--- config.mk ---
export PLATFORM = sky130hd
export DESIGN_NAME = dqnb_queue
export DESIGN_NICKNAME = d
export VERILOG_FILES = /design/src/dqnb_pkg.sv /design/src/dqnb_queue.sv
export SDC_FILE = /design/constraint.sdc
export NUM_CORES = 1
export LEC_CHECK = 0
export ABC_CLOCK_PERIOD_IN_PS = 3900
export BUFFER_PORTS_ARGS = -buffer_cell sky130_fd_sc_hd__buf_2
export CAP_MARGIN = 20
export CORE_AREA = 2 2 44 46
export DETAILED_ROUTE_END_ITERATION = 10
export DIE_AREA = 0 0 46 48
export PLACE_DENSITY = 0.74
export SYNTH_ARGS = -nofsm -noshare
export SYNTH_HDL_FRONTEND = slang
export SYNTH_SLANG_ARGS = --single-unit
--- constraint.sdc ---
create_clock -name i_clk -period 3.9 [get_ports i_clk]
set_input_delay 0.195 -clock i_clk [delete_from_list [all_inputs] [get_ports i_clk]]
set_output_delay 0.195 -clock i_clk [all_outputs]
set_load 0.005 [all_outputs]
--- src/dqnb_pkg.sv ---
// ----------------------------------------------------------------------------
// dqnb_pkg
// Shared types and constants for the DNS query name blocklist match unit
// ----------------------------------------------------------------------------
`timescale 1ns / 1ps
`default_nettype none

package dqnb_pkg;

    localparam int TABLE_DEPTH_DEF = 1024;
    localparam int NAME_BYTES_DEF  = 32;
    localparam int QUEUE_DEPTH     = 2;

    localparam int COUNT_W = 11;
    localparam int POS_W   = 11;

    localparam logic [POS_W-1:0] POS_MAX      = 11'd2047;
    localparam logic [POS_W-1:0] FLAGS_HI_POS = 11'd2;
    localparam logic [POS_W-1:0] FLAGS_LO_POS = 11'd3;
    localparam logic [POS_W-1:0] LEN_POS      = 11'd12;
    localparam logic [POS_W-1:0] NAME_START   = 11'd13;

    localparam logic [7:0]  LABEL_DOT     = 8'h2E;
    localparam logic [15:0] BLOCKED_FLAGS = 16'h5153;

    localparam logic OP_TABLE_WRITE = 1'b0;
    localparam logic OP_PACKET_BYTE = 1'b1;

    typedef enum logic [1:0] {
        NS_COLLECT = 2'd0,
        NS_DONE    = 2'd1,
        NS_ERROR   = 2'd2
    } t_name_state;

    typedef enum logic [1:0] {
        BS_CLEAR = 2'd0,
        BS_IDLE  = 2'd1,
        BS_SCAN  = 2'd2,
        BS_EMIT  = 2'd3
    } t_back_state;

    typedef enum logic {
        JK_WRITE = 1'b0,
        JK_MATCH = 1'b1
    } t_job_kind;

    typedef struct packed {
        logic       op;
        logic [9:0] entry_index;
        logic [4:0] byte_index;
        logic [7:0] value;
        logic       last;
    } t_in_item;

    typedef struct packed {
        logic        blocked;
        logic        name_error;
        logic [15:0] flags_word;
    } t_out_item;

    typedef struct packed {
        logic full;
        logic empty;
    } t_queue_status;

endpackage

`default_nettype wire

--- src/dqnb_queue.sv ---
// ----------------------------------------------------------------------------
// dqnb_queue
// Short job queue between the front end and the table back end
// ----------------------------------------------------------------------------
`timescale 1ns / 1ps
`default_nettype none

module dqnb_queue #(
    parameter int JOB_W = 8
) (
    input  wire logic                    i_clk,
    input  wire logic                    i_rst_n,
    input  wire logic                    i_push,
    input  wire logic [JOB_W-1:0]        i_job,
    input  wire logic                    i_pop,
    output logic [JOB_W-1:0]             o_job,
    output dqnb_pkg::t_queue_status      o_status
);

    localparam int PTR_W = $clog2(dqnb_pkg::QUEUE_DEPTH);
    localparam int CNT_W = $clog2(dqnb_pkg::QUEUE_DEPTH + 1);

    logic [JOB_W-1:0] r_slot [dqnb_pkg::QUEUE_DEPTH];
    logic [PTR_W-1:0] r_wr, r_rd;
    logic [CNT_W-1:0] r_cnt;
    logic             w_push, w_pop;

    assign w_push = i_push && !o_status.full;
    assign w_pop  = i_pop && !o_status.empty;

    assign o_status.full  = (r_cnt == CNT_W'(dqnb_pkg::QUEUE_DEPTH));
    assign o_status.empty = (r_cnt == '0);
    assign o_job          = r_slot[r_rd];

    always_ff @(posedge i_clk) begin
        if (w_push) begin
            r_slot[r_wr] <= i_job;
        end
    end

    always_ff @(posedge i_clk) begin
        if (!i_rst_n) begin
            r_wr  <= '0;
            r_rd  <= '0;
            r_cnt <= '0;
        end else begin
            if (w_push) begin
                r_wr <= (r_wr == PTR_W'(dqnb_pkg::QUEUE_DEPTH - 1)) ? '0 : r_wr + PTR_W'(1);
            end
            if (w_pop) begin
                r_rd <= (r_rd == PTR_W'(dqnb_pkg::QUEUE_DEPTH - 1)) ? '0 : r_rd + PTR_W'(1);
            end
            if (w_push && !w_pop) begin
                r_cnt <= r_cnt + CNT_W'(1);
            end else if (w_pop && !w_push) begin
                r_cnt <= r_cnt - CNT_W'(1);
            end
        end
    end

endmodule

`default_nettype wire

# ---- Yosys cells after proc, flatten, opt, wreduce, memory -nomap -nowiden
# Memories as Yosys holds them, arrays and structs flattened. A register that Yosys moved wholly into a read port is not among the register bits.
# Index checks and enable logic that the tools add are counted.
dict set report classes {
  order_cmp 0
  eq_ne 1
  addsub 4
  multipliers 0
  n_reduce_logical 10
  muxes 8
  div 0
  bitwise 0
  shifts 0
}
# cell n
set ops {}
lappend ops {{1-bit 2-to-1 mux} 6}
lappend ops {{1-bit logical AND} 4}
lappend ops {{1-bit zero test} 4}
lappend ops {{2-bit 2-to-1 mux} 2}
lappend ops {{1-bit adder, second input constant} 2}
lappend ops {{2-bit by 1-bit adder with 2-bit output, second input constant} 1}
lappend ops {{2-bit == test, second input constant} 1}
lappend ops {{2-bit zero test} 1}
lappend ops {{2-bit nonzero test} 1}
lappend ops {{2-bit by 1-bit subtractor with 2-bit output, second input constant} 1}
dict set report totals {
  inputBits 12
  mem_bits_rw 16
  word_cells 27
  memories 1
  regBits 4
  mem_bits_ro 0
  latchBits 0
}
# name depth width rd rd_ports_with_merged_regs write_ports line_no
set memory_table {}
lappend memory_table {r_slot 2 8 1 1 1 dqnb_queue.sv:23} ;# logic [JOB_W-1:0] r_slot [dqnb_pkg::QUEUE_DEPTH];

# ---- Logic depth before layout (Yosys ltp)
dict set report logic_depth {
  ltp_word 7
  depth_mapped 7
  depth_no_buf 7
}

# ---- Least setup slack after synthesis
# No wires, ideal clock.
dict set report synth_path {
  path_type {register to register}
  startpoint {register r_cnt[0]}
  endpoint {register r_cnt[1]}
  t_required_ns 3.830
  arrival_time_ns 1.398
  stages_incl_launch_ff 7
  path_slack_ns 2.432
  setup_ns 0.070
  path_cell_list {dfxtp_1 -> nand2b_1 -> inv_2 -> nor2_1 -> ha_1 -> or3_1 -> a21boi_1}
}
# element line_no
set synth_rtl {}
lappend synth_rtl {{start: declaration} dqnb_queue.sv:25} ;# logic [CNT_W-1:0] r_cnt;
lappend synth_rtl {{start signal: assignment} dqnb_queue.sv:54} ;# r_cnt <= r_cnt + CNT_W'(1);
lappend synth_rtl {{start signal: assignment} dqnb_queue.sv:56} ;# r_cnt <= r_cnt - CNT_W'(1);

# ---- Worst setup path after layout
dict set report layout_path {
  startpoint {register r_cnt[0]}
  endpoint {memory r_slot[0][0], enable pin}
}
dict set report layout_between {
  elab_chain_cells 5
}
# element line_no
set layout_lines {}
lappend layout_lines {{2-bit == test} dqnb_queue.sv:31} ;# assign o_status.full = (r_cnt == CNT_W'(dqnb_pkg::QUEUE_DEPTH));
lappend layout_lines {{1-bit zero test} dqnb_queue.sv:28} ;# assign w_push = i_push && !o_status.full;
lappend layout_lines {{1-bit logical AND} dqnb_queue.sv:28}
lappend layout_lines {{1-bit 2-to-1 mux} dqnb_queue.sv:36} ;# if (w_push) begin
lappend layout_lines {{1-bit 2-to-1 mux (not written as such)} dqnb_queue.sv:37} ;# r_slot[r_wr] <= i_job;
lappend layout_lines {{end: declaration} dqnb_queue.sv:23}
# Every way passes these cells.

==> reports/metrics.cfg <==
[global_route]
antenna_found_initial=0
grt_pass1_vias=448
grt_use_total=0.126
first_pass_grt_wire_length_microns=1860
gr-total-overflow=0
grt_max_degree=12

[placement]
routabilityCongestion=0.713
pre_cts_ws_ps=2310
post-dp-hpwl_microns=891
numPlacedInstances=87
buffer_ports.inserted=21

[layout]
final_cells=91
layout_common_cells=21 x buf_2, 16 x edfxtp_1, 8 x mux2_2
share_of_final_layout_standard_cells_stronger_than_drive_strength_1=0.459
layout.cells.most_common=buf_2
antenna_cells_inserted=0
regArea_sq_um=581
area_delta_synth_final_pct=18.2
fin_util=0.567
multiInputGateArea_sq_um=216
final_nets=88
n_fill_cell=150

[detailed_routing]
detailroute.via_count=459
post-route-drc-count=0
detail_route.vias_per_cell=5.04
route.detailed.wl_per_inst_microns=13.5
wirelength_microns=1230
first_pass_iters=4
antenna_violating_nets_post_route=0
drt_iter0_markers=4

[clocking]
clock_latency_ps=290
tritoncts=built
tritoncts.num_buffers=3
postCtsHoldBufs=0
clock-sinks=21
htree_levels=1
cts_post_setup_buffers_inserted=0
clk_path_buf_depth=2
post_cts.resized_instances=0
ctsRootBufferMaster=clkbuf_4
clk_pin_slew_worst_paths_ps=110

[worst_hold_path]
worstHoldPathType=in -> reg
hold_depth=1
hold_path_startpoint=i_job[1]
worst_hold_path.endpoint=r_slot[0][1]$_DFFE_PP_

[synthesis]
synth.distinct_cells=20
synth_top_area_share=0.594
mappedNetlistNets=63
post_synth_instance_area_sq_um=810
yosys_register_bits=21
syn_avg_cell_area_sq_um=16.2
postSynthCellCount=50
synth_edf_count=16
synth_largest_area_cell=edfxtp_1
ys_seq_area_frac=0.717
ys_dominant_reg_cell=edfxtp_1
ys_async_sr_fraction=0
synth_warnings=0
post_synth_main_area_contributors=edfxtp_1 59%, dfxtp_1 12%, mux2_2 11%

[setup_path]
timing.setup.critical_path_class=reg -> reg
critical_path.reg2reg.endpoint=r_slot[0][0]$_DFFE_PP_
setup.reg_to_reg.worst_slack_ps=2290
critical_path_arrival_ps=1540
critPathCaptureType=flip-flop
worstPathMaxFanout=9
cp-start-kind=flip-flop
worstRegToRegCells=3
worstPathRequired_ps=3840
regToRegStartpoint=r_cnt[0]$_SDFFE_PN0P_

[power]
power_frac_seq=0.539
power_density_mw_per_mm2=612
switchingPower_uw=165
switching_share=0.281
post-layout-total-power_uw=586
ir_drop_worst_vdd_v=0.000299
total_leakage_power_nw=0.379
clkPwrFrac=0.170
power_frac_comb=0.291
internal_power_uw=421

[timing]
setup-tns-final_ps=0
finalWorstSetupSlack_ps=2290
slew_headroom=0.499
timing.final.setup_violations=0
worst_slew_pin_slew_ps=747
maxClockFrequency_ghz=0.623
final.period_utilization=0.412
fin_crit_ps=1610
slew_viol_final=0
grt_setup_unrepaired=no
finalHoldViolCount=0
post_route_clock_skew_ps=3.02

[die]
die_y_microns=48
fp.dieArea_sq_mm=0.00221
initial_core_util=0.479
area_of_the_placeable_core_sq_mm=0.00169
die_width_microns=46
row_count=15
design.portCount=22

[run_status]
run_status=completed

[run]
max-cap-violations=0

## cell usage after synthesis, types with 2 or more instances
master / n
and2_1: 3
dfxtp_1: 5
edfxtp_1: 16
mux2_2: 8
nor2_1: 2
xnor2_1: 2
## worst max path at each step
stage,start,slack [ps],cells after the start,to
after floorplan,r_cnt[0]$_SDFFE_PN0P_,2430,6,r_cnt[1]$_SDFFE_PN0P_
final,r_cnt[0]$_SDFFE_PN0P_,2290,3,r_slot[0][0]$_DFFE_PP_
after detailed placement,r_cnt[0]$_SDFFE_PN0P_,2310,3,r_slot[0][4]$_DFFE_PP_
after global routing,r_cnt[0]$_SDFFE_PN0P_,2200,3,r_slot[0][4]$_DFFE_PP_
after global placement,r_cnt[0]$_SDFFE_PN0P_,2390,3,r_slot[0][4]$_DFFE_PP_
after CTS,r_cnt[0]$_SDFFE_PN0P_,2290,3,r_slot[0][0]$_DFFE_PP_
## power by group through the flow
| stage | registers, mW | logic [mW] | clock network [mW] |
|---|---|---|---|
| detailed placement | 0.322 | 0.172 | 0 |
| floorplan | 0.305 | 0.126 | 0 |
| global placement | 0.319 | 0.166 | 0 |
| finish | 0.316 | 0.170 | 0.0997 |
| CTS | 0.317 | 0.173 | 0.106 |
| global route | 0.321 | 0.194 | 0.112 |
## per-layer routing
layer | track usage | vias up | routed length, microns
li1 | - | 232 | -
met5 | 0 | - | 0
met2 | 0.231 | 12 | 650
met4 | 0.0686 | 0 | 6
met1 | 0.128 | 213 | 509
met3 | 0.0377 | 2 | 66
## final cells by class
| cell class | count | area share |
|---|---|---|
| Inverter | 2 | 0.00784 |
| Clock buffer | 4 | 0.0275 |
| Tap cell | 17 | 0.0222 |
| Timing Repair Buffer | 21 | 0.110 |
| Multi-Input combinational cell | 26 | 0.226 |
| Sequential cell | 21 | 0.607 |
## cells by family after synthesis
logic type,share of synthesized area
buf+inv,0.0154
compound gates,0.0402
mux,0.111
xor+xnor,0.0325
flops,0.717
fa+ha+maj,0.0155
simple gates,0.0680
## stage by stage
stage	hold slack [ps]	instance area, sq um
4_1_cts	66.8	957
3_5_place_dp	388	931
6_report	81.9	957
3_3_place_gp	385	931
5_1_grt	68.0	957
2_1_floorplan	294	810
## critical path, stage by stage, from the launching register on
cell and delay [ps]:
dfxtp_1 430, nand2b_1 190, inv_2 60, nor3_2 570
## sequential cells by signal, summed over array words and instances, names as in the netlist, named ones only
register	cells
r_slot	16
r_cnt	2
r_wr	1
r_rd	1
No activity file was read; power rests on OpenSTA's default activity.
