==> config.mk <==
export PLATFORM = sky130hd
export DESIGN_NAME = dqnb_front
export DESIGN_NICKNAME = d
export VERILOG_FILES = /design/src/dqnb_pkg.sv /design/src/dqnb_front.sv
export SDC_FILE = /design/constraint.sdc
export NUM_CORES = 1
export LEC_CHECK = 0
export BUFFER_PORTS_ARGS = -buffer_cell sky130_fd_sc_hd__buf_2
export CORE_AREA = 2 2 54 82
export CTS_CLUSTER_DIAMETER = 100
export DETAILED_ROUTE_END_ITERATION = 12
export DIE_AREA = 0 0 56 84
export GPL_ROUTABILITY_DRIVEN = 0
export GPL_TIMING_DRIVEN = 0
export PLACE_DENSITY = 0.72
export SLEW_MARGIN = 25
export SYNTH_ARGS = -nofsm -noshare
export SYNTH_HDL_FRONTEND = slang
export SYNTH_SLANG_ARGS = --single-unit
export TNS_END_PERCENT = 5
==> constraint.sdc <==
create_clock -name i_clk -period 2.9 [get_ports i_clk]
set_clock_uncertainty 0.15 [all_clocks]
set_input_delay 0.725 -clock i_clk [delete_from_list [all_inputs] [get_ports i_clk]]
set_output_delay 0.725 -clock i_clk [all_outputs]
set_load 0.02 [all_outputs]
==> src/dqnb_pkg.sv <==
// ----------------------------------------------------------------------------
// dqnb_pkg
// Shared types and constants for the DNS query name blocklist match unit
// ----------------------------------------------------------------------------
`timescale 1ns / 1ps
`default_nettype none

package dqnb_pkg;

    localparam int TABLE_DEPTH_DEF = 1024;
    localparam int NAME_BYTES_DEF  = 32;
    localparam int QUEUE_DEPTH     = 2;

    localparam int COUNT_W = 11;
    localparam int POS_W   = 11;

    localparam logic [POS_W-1:0] POS_MAX      = 11'd2047;
    localparam logic [POS_W-1:0] FLAGS_HI_POS = 11'd2;
    localparam logic [POS_W-1:0] FLAGS_LO_POS = 11'd3;
    localparam logic [POS_W-1:0] LEN_POS      = 11'd12;
    localparam logic [POS_W-1:0] NAME_START   = 11'd13;

    localparam logic [7:0]  LABEL_DOT     = 8'h2E;
    localparam logic [15:0] BLOCKED_FLAGS = 16'h5153;

    localparam logic OP_TABLE_WRITE = 1'b0;
    localparam logic OP_PACKET_BYTE = 1'b1;

    typedef enum logic [1:0] {
        NS_COLLECT = 2'd0,
        NS_DONE    = 2'd1,
        NS_ERROR   = 2'd2
    } t_name_state;

    typedef enum logic [1:0] {
        BS_CLEAR = 2'd0,
        BS_IDLE  = 2'd1,
        BS_SCAN  = 2'd2,
        BS_EMIT  = 2'd3
    } t_back_state;

    typedef enum logic {
        JK_WRITE = 1'b0,
        JK_MATCH = 1'b1
    } t_job_kind;

    typedef struct packed {
        logic       op;
        logic [9:0] entry_index;
        logic [4:0] byte_index;
        logic [7:0] value;
        logic       last;
    } t_in_item;

    typedef struct packed {
        logic        blocked;
        logic        name_error;
        logic [15:0] flags_word;
    } t_out_item;

    typedef struct packed {
        logic full;
        logic empty;
    } t_queue_status;

endpackage

`default_nettype wire

==> src/dqnb_front.sv <==
// ----------------------------------------------------------------------------
// dqnb_front
// Takes items, rebuilds the query name from packet bytes and queues table
// writes and match jobs for the back end
// ----------------------------------------------------------------------------
`timescale 1ns / 1ps
`default_nettype none

module dqnb_front #(
    parameter int TABLE_DEPTH = dqnb_pkg::TABLE_DEPTH_DEF,
    parameter int NAME_BYTES  = dqnb_pkg::NAME_BYTES_DEF,
    parameter int JOB_W       = 8
) (
    input  wire logic               i_clk,
    input  wire logic               i_rst_n,
    input  wire logic               i_accept,
    input  wire dqnb_pkg::t_in_item i_item,
    output logic                    o_push,
    output logic [JOB_W-1:0]        o_job
);

    localparam int ADDR_W = (TABLE_DEPTH > 1) ? $clog2(TABLE_DEPTH) : 1;
    localparam int BI_W   = $clog2(NAME_BYTES);
    localparam int LEN_W  = $clog2(NAME_BYTES + 1);

    typedef struct packed {
        dqnb_pkg::t_job_kind         kind;
        logic                        name_error;
        logic [15:0]                 flags;
        logic [ADDR_W-1:0]           entry;
        logic [BI_W-1:0]             byte_sel;
        logic [7:0]                  data;
        logic [NAME_BYTES-1:0][7:0]  name;
    } t_job;

    logic [dqnb_pkg::POS_W-1:0] r_pos, n_pos;
    dqnb_pkg::t_name_state      r_state, n_state;
    logic [7:0]                 r_label, n_label;
    logic [LEN_W-1:0]           r_len, n_len;
    logic [NAME_BYTES-1:0][7:0] r_name, n_name;
    logic [15:0]                r_flags, n_flags;
    logic [7:0]                 w_ch;
    logic                       w_pkt;
    logic                       w_wr_ok;
    t_job                       w_job;

    assign w_pkt   = i_accept && (i_item.op == dqnb_pkg::OP_PACKET_BYTE);
    assign w_wr_ok = (32'(i_item.entry_index) < TABLE_DEPTH)
                  && (32'(i_item.byte_index) < NAME_BYTES);

    // name rebuild for one packet byte
    always_comb begin
        n_pos   = r_pos;
        n_state = r_state;
        n_label = r_label;
        n_len   = r_len;
        n_name  = r_name;
        n_flags = r_flags;
        w_ch    = i_item.value;
        if (w_pkt) begin
            if (r_pos == dqnb_pkg::FLAGS_HI_POS) begin
                n_flags[15:8] = i_item.value;
            end else if (r_pos == dqnb_pkg::FLAGS_LO_POS) begin
                n_flags[7:0] = i_item.value;
            end
            if (r_state == dqnb_pkg::NS_COLLECT) begin
                if (r_pos == dqnb_pkg::LEN_POS) begin
                    if (i_item.value == 8'd0) begin
                        n_state = dqnb_pkg::NS_DONE;
                    end else begin
                        n_label = i_item.value;
                    end
                end else if (r_pos >= dqnb_pkg::NAME_START) begin
                    if (i_item.value == 8'd0) begin
                        n_state = dqnb_pkg::NS_DONE;
                    end else begin
                        // any length byte between labels reads as a dot
                        if (r_label == 8'd0) begin
                            w_ch    = dqnb_pkg::LABEL_DOT;
                            n_label = i_item.value;
                        end else begin
                            n_label = r_label - 8'd1;
                        end
                        if (r_len >= LEN_W'(NAME_BYTES)) begin
                            n_state = dqnb_pkg::NS_ERROR;
                        end else begin
                            n_name[r_len[BI_W-1:0]] = w_ch;
                            n_len = r_len + LEN_W'(1);
                        end
                    end
                end
            end
            if (r_pos != dqnb_pkg::POS_MAX) begin
                n_pos = r_pos + dqnb_pkg::POS_W'(1);
            end
        end
    end

    // job toward the back end
    always_comb begin
        w_job          = '0;
        w_job.kind     = dqnb_pkg::JK_WRITE;
        w_job.entry    = ADDR_W'(i_item.entry_index);
        w_job.byte_sel = BI_W'(i_item.byte_index);
        w_job.data     = i_item.value;
        o_push         = 1'b0;
        if (w_pkt && i_item.last) begin
            w_job.kind       = dqnb_pkg::JK_MATCH;
            w_job.name_error = (n_state != dqnb_pkg::NS_DONE);
            w_job.flags      = n_flags;
            w_job.name       = n_name;
            o_push           = 1'b1;
        end else if (i_accept && (i_item.op == dqnb_pkg::OP_TABLE_WRITE) && w_wr_ok) begin
            o_push = 1'b1;
        end
    end

    assign o_job = w_job;

    always_ff @(posedge i_clk) begin
        if (!i_rst_n || (w_pkt && i_item.last)) begin
            r_pos   <= '0;
            r_state <= dqnb_pkg::NS_COLLECT;
            r_label <= '0;
            r_len   <= '0;
            r_name  <= '0;
            r_flags <= '0;
        end else begin
            r_pos   <= n_pos;
            r_state <= n_state;
            r_label <= n_label;
            r_len   <= n_len;
            r_name  <= n_name;
            r_flags <= n_flags;
        end
    end

endmodule

`default_nettype wire

# Word-level counts from Yosys, hierarchy flattened
# Cells that the tools add are included.
dict set report word_totals {
  output_inout_bits 9
  in_bits 28
  reg_bits 283
  elab_cells 93
}
dict set report classes {
  n_eq_ne 3
  addsub 3
  magnitude_cmp 4
  muxes 28
  reduce_logical 15
  bitwise_logic 4
}
# op count
set ops {}
lappend ops {{256-bit 2-to-1 mux} 6}
lappend ops {{256-bit bitwise mux} 1}
lappend ops {{8-bit 2-to-1 mux} 13}
lappend ops {{8-bit demux with 5-bit select} 1}
lappend ops {{8-bit zero test} 2}
lappend ops {{11-bit by 1-bit adder with 11-bit output, second input constant} 1}
lappend ops {{11-bit by 4-bit == test with 1-bit output, second input constant} 1}
lappend ops {{11-bit by 4-bit >= comparator with 1-bit output, second input constant} 1}
lappend ops {{11-bit != test, second input constant} 1}
lappend ops {{2-bit 2-to-1 mux} 5}
lappend ops {{8-bit by 1-bit subtractor with 8-bit output, second input constant} 1}
lappend ops {{6-bit by 1-bit adder with 6-bit output, second input constant} 1}
lappend ops {{6-bit >= comparator, second input constant} 1}
lappend ops {{5-bit by 6-bit < comparator with 1-bit output, second input constant} 1}
lappend ops {{6-bit AND reduction} 1}
lappend ops {{5-bit by 1-bit >= comparator with 1-bit output, second input constant} 1}
lappend ops {{5-bit AND reduction} 1}
lappend ops {{1-bit logical AND} 4}
lappend ops {{1-bit inverter} 4}
lappend ops {{4-bit AND reduction} 1}
lappend ops {{2-bit nonzero test} 2}
lappend ops {{2-bit zero test} 1}
lappend ops {{1-bit 2-to-1 mux} 2}
lappend ops {{2-bit by 1-bit != test with 1-bit output, second input constant} 1}
lappend ops {{3 further kinds} 3}

# Logic depth before layout (Yosys ltp)
dict set report depth {
  depth_word 15
  ltp_mapped 8
}

# Worst setup path after synthesis
# No wires, ideal clock.
dict set report synth_path {
  path_type {input -> output}
  from {input i_item[24] (netlist bit)}
  to {output o_job[0]}
  path_buffers 0
  arrival_time_ns 2.032
  required_time_ns 2.025
  path_stages 5
  setup_slack_ns -0.007
  path_cell_list {nand2_1 -> a2111oi_4 -> nand3_2 -> mux2i_1 -> nor2_1}
}
dict set report synth_via {
  elab_chain_cells 3
  elab_cells_between_ends 4
  cone_classes {2 x mux; 2 x reduce/logical}
}
# element line
set synth_rtl {}
lappend synth_rtl {{from (decl)} dqnb_front.sv:17} ;# input wire dqnb_pkg::t_in_item i_item,
lappend synth_rtl {{1-bit logical AND (*)} dqnb_front.sv:47} ;# assign w_pkt = i_accept && (i_item.op == dqnb_pkg::OP_PACKET_BYTE);
lappend synth_rtl {{256-bit 2-to-1 mux / 1-bit logical AND (equally long branches)} {dqnb_front.sv:60, dqnb_front.sv:107}}
lappend synth_rtl {{8-bit 2-to-1 mux (*)} dqnb_front.sv:107} ;# if (w_pkt && i_item.last) begin
lappend synth_rtl {{to (decl)} dqnb_front.sv:19} ;# output logic [JOB_W-1:0] o_job
# Every way passes the cells marked *; elsewhere a longest branch is shown, timed or not.

# Worst setup path after layout
dict set report layout_path {
  from {register r_label[0]}
  to {output o_job[6]}
}
dict set report layout_via {
  elab_chain_cells 15
}
# element line
set layout_rtl {}
lappend layout_rtl {{from (decl)} dqnb_front.sv:38} ;# logic [7:0] r_label, n_label;
lappend layout_rtl {{from (signal assigned)} dqnb_front.sv:131} ;# r_label <= n_label;
lappend layout_rtl {{8-bit zero test} dqnb_front.sv:78} ;# if (r_label == 8'd0) begin
lappend layout_rtl {{8-bit 2-to-1 mux} dqnb_front.sv:78}
lappend layout_rtl {{8-bit 2-to-1 mux} dqnb_front.sv:74} ;# if (i_item.value == 8'd0) begin
lappend layout_rtl {{8-bit 2-to-1 mux} dqnb_front.sv:73} ;# end else if (r_pos >= dqnb_pkg::NAME_START) begin
lappend layout_rtl {{8-bit 2-to-1 mux} dqnb_front.sv:67} ;# if (r_pos == dqnb_pkg::LEN_POS) begin
lappend layout_rtl {{8-bit 2-to-1 mux} dqnb_front.sv:66} ;# if (r_state == dqnb_pkg::NS_COLLECT) begin
lappend layout_rtl {{8-bit 2-to-1 mux} dqnb_front.sv:60} ;# if (w_pkt) begin
lappend layout_rtl {{256-bit bitwise mux} dqnb_front.sv:87} ;# n_name[r_len[BI_W-1:0]] = w_ch;
lappend layout_rtl {{256-bit 2-to-1 mux} dqnb_front.sv:84} ;# if (r_len >= LEN_W'(NAME_BYTES)) begin
lappend layout_rtl {{256-bit 2-to-1 mux} dqnb_front.sv:74}
lappend layout_rtl {{256-bit 2-to-1 mux} dqnb_front.sv:73}
lappend layout_rtl {{256-bit 2-to-1 mux} dqnb_front.sv:67}
lappend layout_rtl {{256-bit 2-to-1 mux} dqnb_front.sv:66}
lappend layout_rtl {{256-bit 2-to-1 mux} dqnb_front.sv:60}
lappend layout_rtl {{8-bit 2-to-1 mux} dqnb_front.sv:107}
# No other way between the ends. The select of a mux whose other input is x is not followed.

==> results.cfg <==
[synthesis]
syn-num-nets = 256
synth-seq-cells = 35
synth-edff-count = 0
synth_top_family_by_area = simple AND/OR/NAND/NOR gates
synth_fa_ha_area_share_pct = 3.889
yosysWarnings = 0
ys_seq_area_share_pct = 36.29
synth_compound_area_share_pct = 14.71
avgSynthCellArea_um2 = 8.696
synth_flop_cell = dfxtp_1
synth-xor-area-share_pct = 5.444
post_synth_inst_count = 222
synth_cell_types = 50
async_reset_ff_share_pct = 0
muxShareOfSynthArea_pct = 6.222
synth-simple-area-share_pct = 29.49
synth.cell_area_um2 = 1931

[layout]
fin_util_pct = 59.42
design_area_um2 = 2415
nets = 293
drive_above_1_share_pct = 28.85
syn2layout_area_growth_pct = 25.08
diodes = 0

[setup_path]
timing.rr.end = r_label[0]
crit_path_start = r_label[0]
worst-path-buf-inv = 2
crit_arrival_ps = 2200
critPathMaxFanout = 8
required_ps = 2030
critical_path.max_stage_delay_ps = 390
crit_chain = inv_2 > ha_4 > or3b_4 > or3_4 > and2_0 > mux2i_1 > nor2_1 > buf_4
rr_startpoint = r_label[0]
start_kind = flop
cp_top_family = simple AND/OR/NAND/NOR gates
worstSetupEndpoint = o_job[6]
reg2reg_slack_ps = 600
path_depth = 8
worst_setup_path_end_kind = output pin
criticalPathCategory = flop to output pin
r2r_cells = 9
slowest_stage = or3_4

[detailed_routing]
postRouteAntennaNets = 0
totalWireLength_um = 4662
remaining_drc_errors = 0
via_per_inst = 5.592
wl_per_cell_um = 15.24
num_vias = 1711
first_iter_violations = 58
drt_pre_antenna_iters = 4

[floorplanning]
fp-row-count = 29
die_area_um2 = 4704
io_pins = 37
core_um2 = 4064
start_util_pct = 47.51
die_h_um = 84
die_x_um = 56

[grt]
grt_pass1_vias = 1674
grtUsageTotal_pct = 20.87
antenna_found_initial = 0
grt_max_degree = 13
grt_pass1_wl_um = 7521
gr-total-overflow = 0

[clock_tree]
clk_pin_slew_ps = 80
cts_tree = done
cts_hold_buffers = 0
htreeDepth = 2
numCtsBuffers = 5
insertion_delay_ps = 300
cts_sinks = 35
ctsRootBufferMaster = clkbuf_8
cts_max_path_buffers = 2

[run_status]
status = finished, violations left
violations = negative setup slack

[power_and_ir_drop]
vdd.ir_drop.worst_uv = 414.2
power_uw = 1004
powerDensity_nw_per_um2 = 415.8
p_leak_uw = 0.0009536

[timing]
drv_slew = 0
setup_ws_ps = -173.4
tightest_slew_ps = 576.2
relSlewSlack_pct = 61.59
fin_tns_setup_ps = -1146
fmax_ghz = 0.3254
setup_viol = 8
period_share_pct = 106.0
rsz0062_at_grt = true
hold_viol_final = 0
period_minus_slack_ps = 3073

[job]
cap_violations = 0

[place]
place_area_um2 = 2096
io_buffers = 21
hpwl_um = 3186

[min_path]
hp-class = flop to flop
## registers in the layout, summed over array words and instances, names as in the netlist
signal	flops
r_label	8
r_len	6
r_name	8
r_pos	11
r_state	2
## cells by family after synthesis
kind of cell,count (synthesis)
compound gates,36
flops,35
fa+ha+maj,6
xor+xnor,12
buf+inv,16
mux,12
simple gates,105
## metrics by stage
stage          hold slack, ps  setup slack (ps)  std cells
2_1_floorplan           279.1            -7.291        222
3_3_place_gp            292.6            -367.7        289
3_5_place_dp            304.8            -393.8        289
4_1_cts                 323.0            -209.0        304
5_1_grt                 366.1            -282.7        306
6_report                319.0            -173.4        306
## worst register-to-register path, cell delays in order, from the launching register on
cell      delay (ps)
dfxtp_2          330
inv_2             80
ha_4             150
or3b_4           380
or3_4            390
buf_4            180
and2_4           130
buf_6            130
o21ai_1          150
a211oi_2          90
## power breakdown
group / total [uW] / leakage (uW) / switching (uW) / internal [uW]
sequential: 485 / 0.000283 / 2.83 / 482
combinational: 67.5 / 0.000612 / 43.5 / 24.0
clock: 452 / 0.0000581 / 196 / 256
## repair_timing
action / 4_1_cts / 5_1_grt
pin swaps: 9 / 6
endpoints found under the setup margin: 8 / 8
resized for setup: 27 / 9
setup buffers: 8 / 2
## layer usage
layer,GRT usage [%],part of all wire (%),up-vias
met5,0,0,-
li1,-,-,854
met3,4.496,3.0,13
met2,39.36,57,34
met4,12.77,3.6,0
met1,19.69,37,810
## cell usage after synthesis (all sizes together) (2+ instances only)
| cell type | instances | area [um^2] |
|---|---|---|
| and2 | 9 | 58.81 |
| xor2 | 10 | 87.58 |
| nand2b | 5 | 31.28 |
| xnor2 | 2 | 17.52 |
| nor2 | 39 | 146.4 |
| nand2 | 14 | 60.06 |
| a41oi | 2 | 25.03 |
| o21a | 3 | 22.52 |
| inv | 8 | 30.03 |
| nand3 | 13 | 70.07 |
| and3 | 3 | 18.77 |
| o21ai | 8 | 43.79 |
| o22ai | 4 | 25.02 |
| and4 | 2 | 17.52 |
| clkbuf | 5 | 18.77 |
| dfxtp | 35 | 700.7 |
| a31oi | 2 | 12.51 |
| nor4 | 4 | 52.55 |
| a21oi | 6 | 30.03 |
| ha | 6 | 75.07 |
| nand4 | 5 | 37.53 |
| nor3 | 4 | 20.02 |
| or3 | 3 | 23.77 |
| mux2i | 12 | 120.1 |
| buf | 3 | 27.52 |
| a211oi | 4 | 35.03 |
## how the worst min path moves through the flow
| stage | to | cells after the start | slack [ps] | startpoint |
|---|---|---|---|---|
| after floorplan | r_state[1] | 2 | 280 | r_state[1] |
| after global placement | r_state[0] | 2 | 290 | r_state[0] |
| after detailed placement | r_state[1] | 2 | 300 | r_state[1] |
| after CTS | r_state[1] | 2 | 320 | r_state[1] |
| after global routing | r_state[0] | 2 | 370 | r_state[0] |
| final | r_state[1] | 2 | 320 | r_state[1] |
## placed cells by master (no fill, tap or decap), types with 2 or more instances in the layout
master,count
clkbuf_1,5
o22ai_1,4
buf_2,15
o21ai_0,3
buf_6,3
mux2i_1,7
nor2_1,38
inv_1,6
and4_1,2
a21oi_1,6
dfxtp_2,3
and2_4,4
buf_4,14
and2_1,3
xnor2_1,2
ha_1,4
a31oi_1,2
mux2i_4,2
nand2b_1,3
nand3_1,12
mux2i_2,3
or3_1,2
inv_2,2
nand4_1,4
xor2_1,10
nand2_1,13
dfxtp_1,32
nand2b_4,2
and2_0,2
a211oi_1,3
clkbuf_8,5
o21ai_1,4
and3_1,3
o21a_1,3
nor3_1,3
nor4_4,3
## layout make-up
| class | count | area (um^2) |
|---|---|---|
| multi-input combinational | 171 | 1270 |
| buffer | 7 | 35.03 |
| inverter | 8 | 30.03 |
| sequential | 35 | 704.4 |
| clock buffer | 5 | 68.82 |
| fill | 360 | 1649 |
| clock inverter | 3 | 43.79 |
| timing repair buffer | 31 | 205.2 |
| tap | 46 | 57.56 |
(Power assumes the default switching activity.)
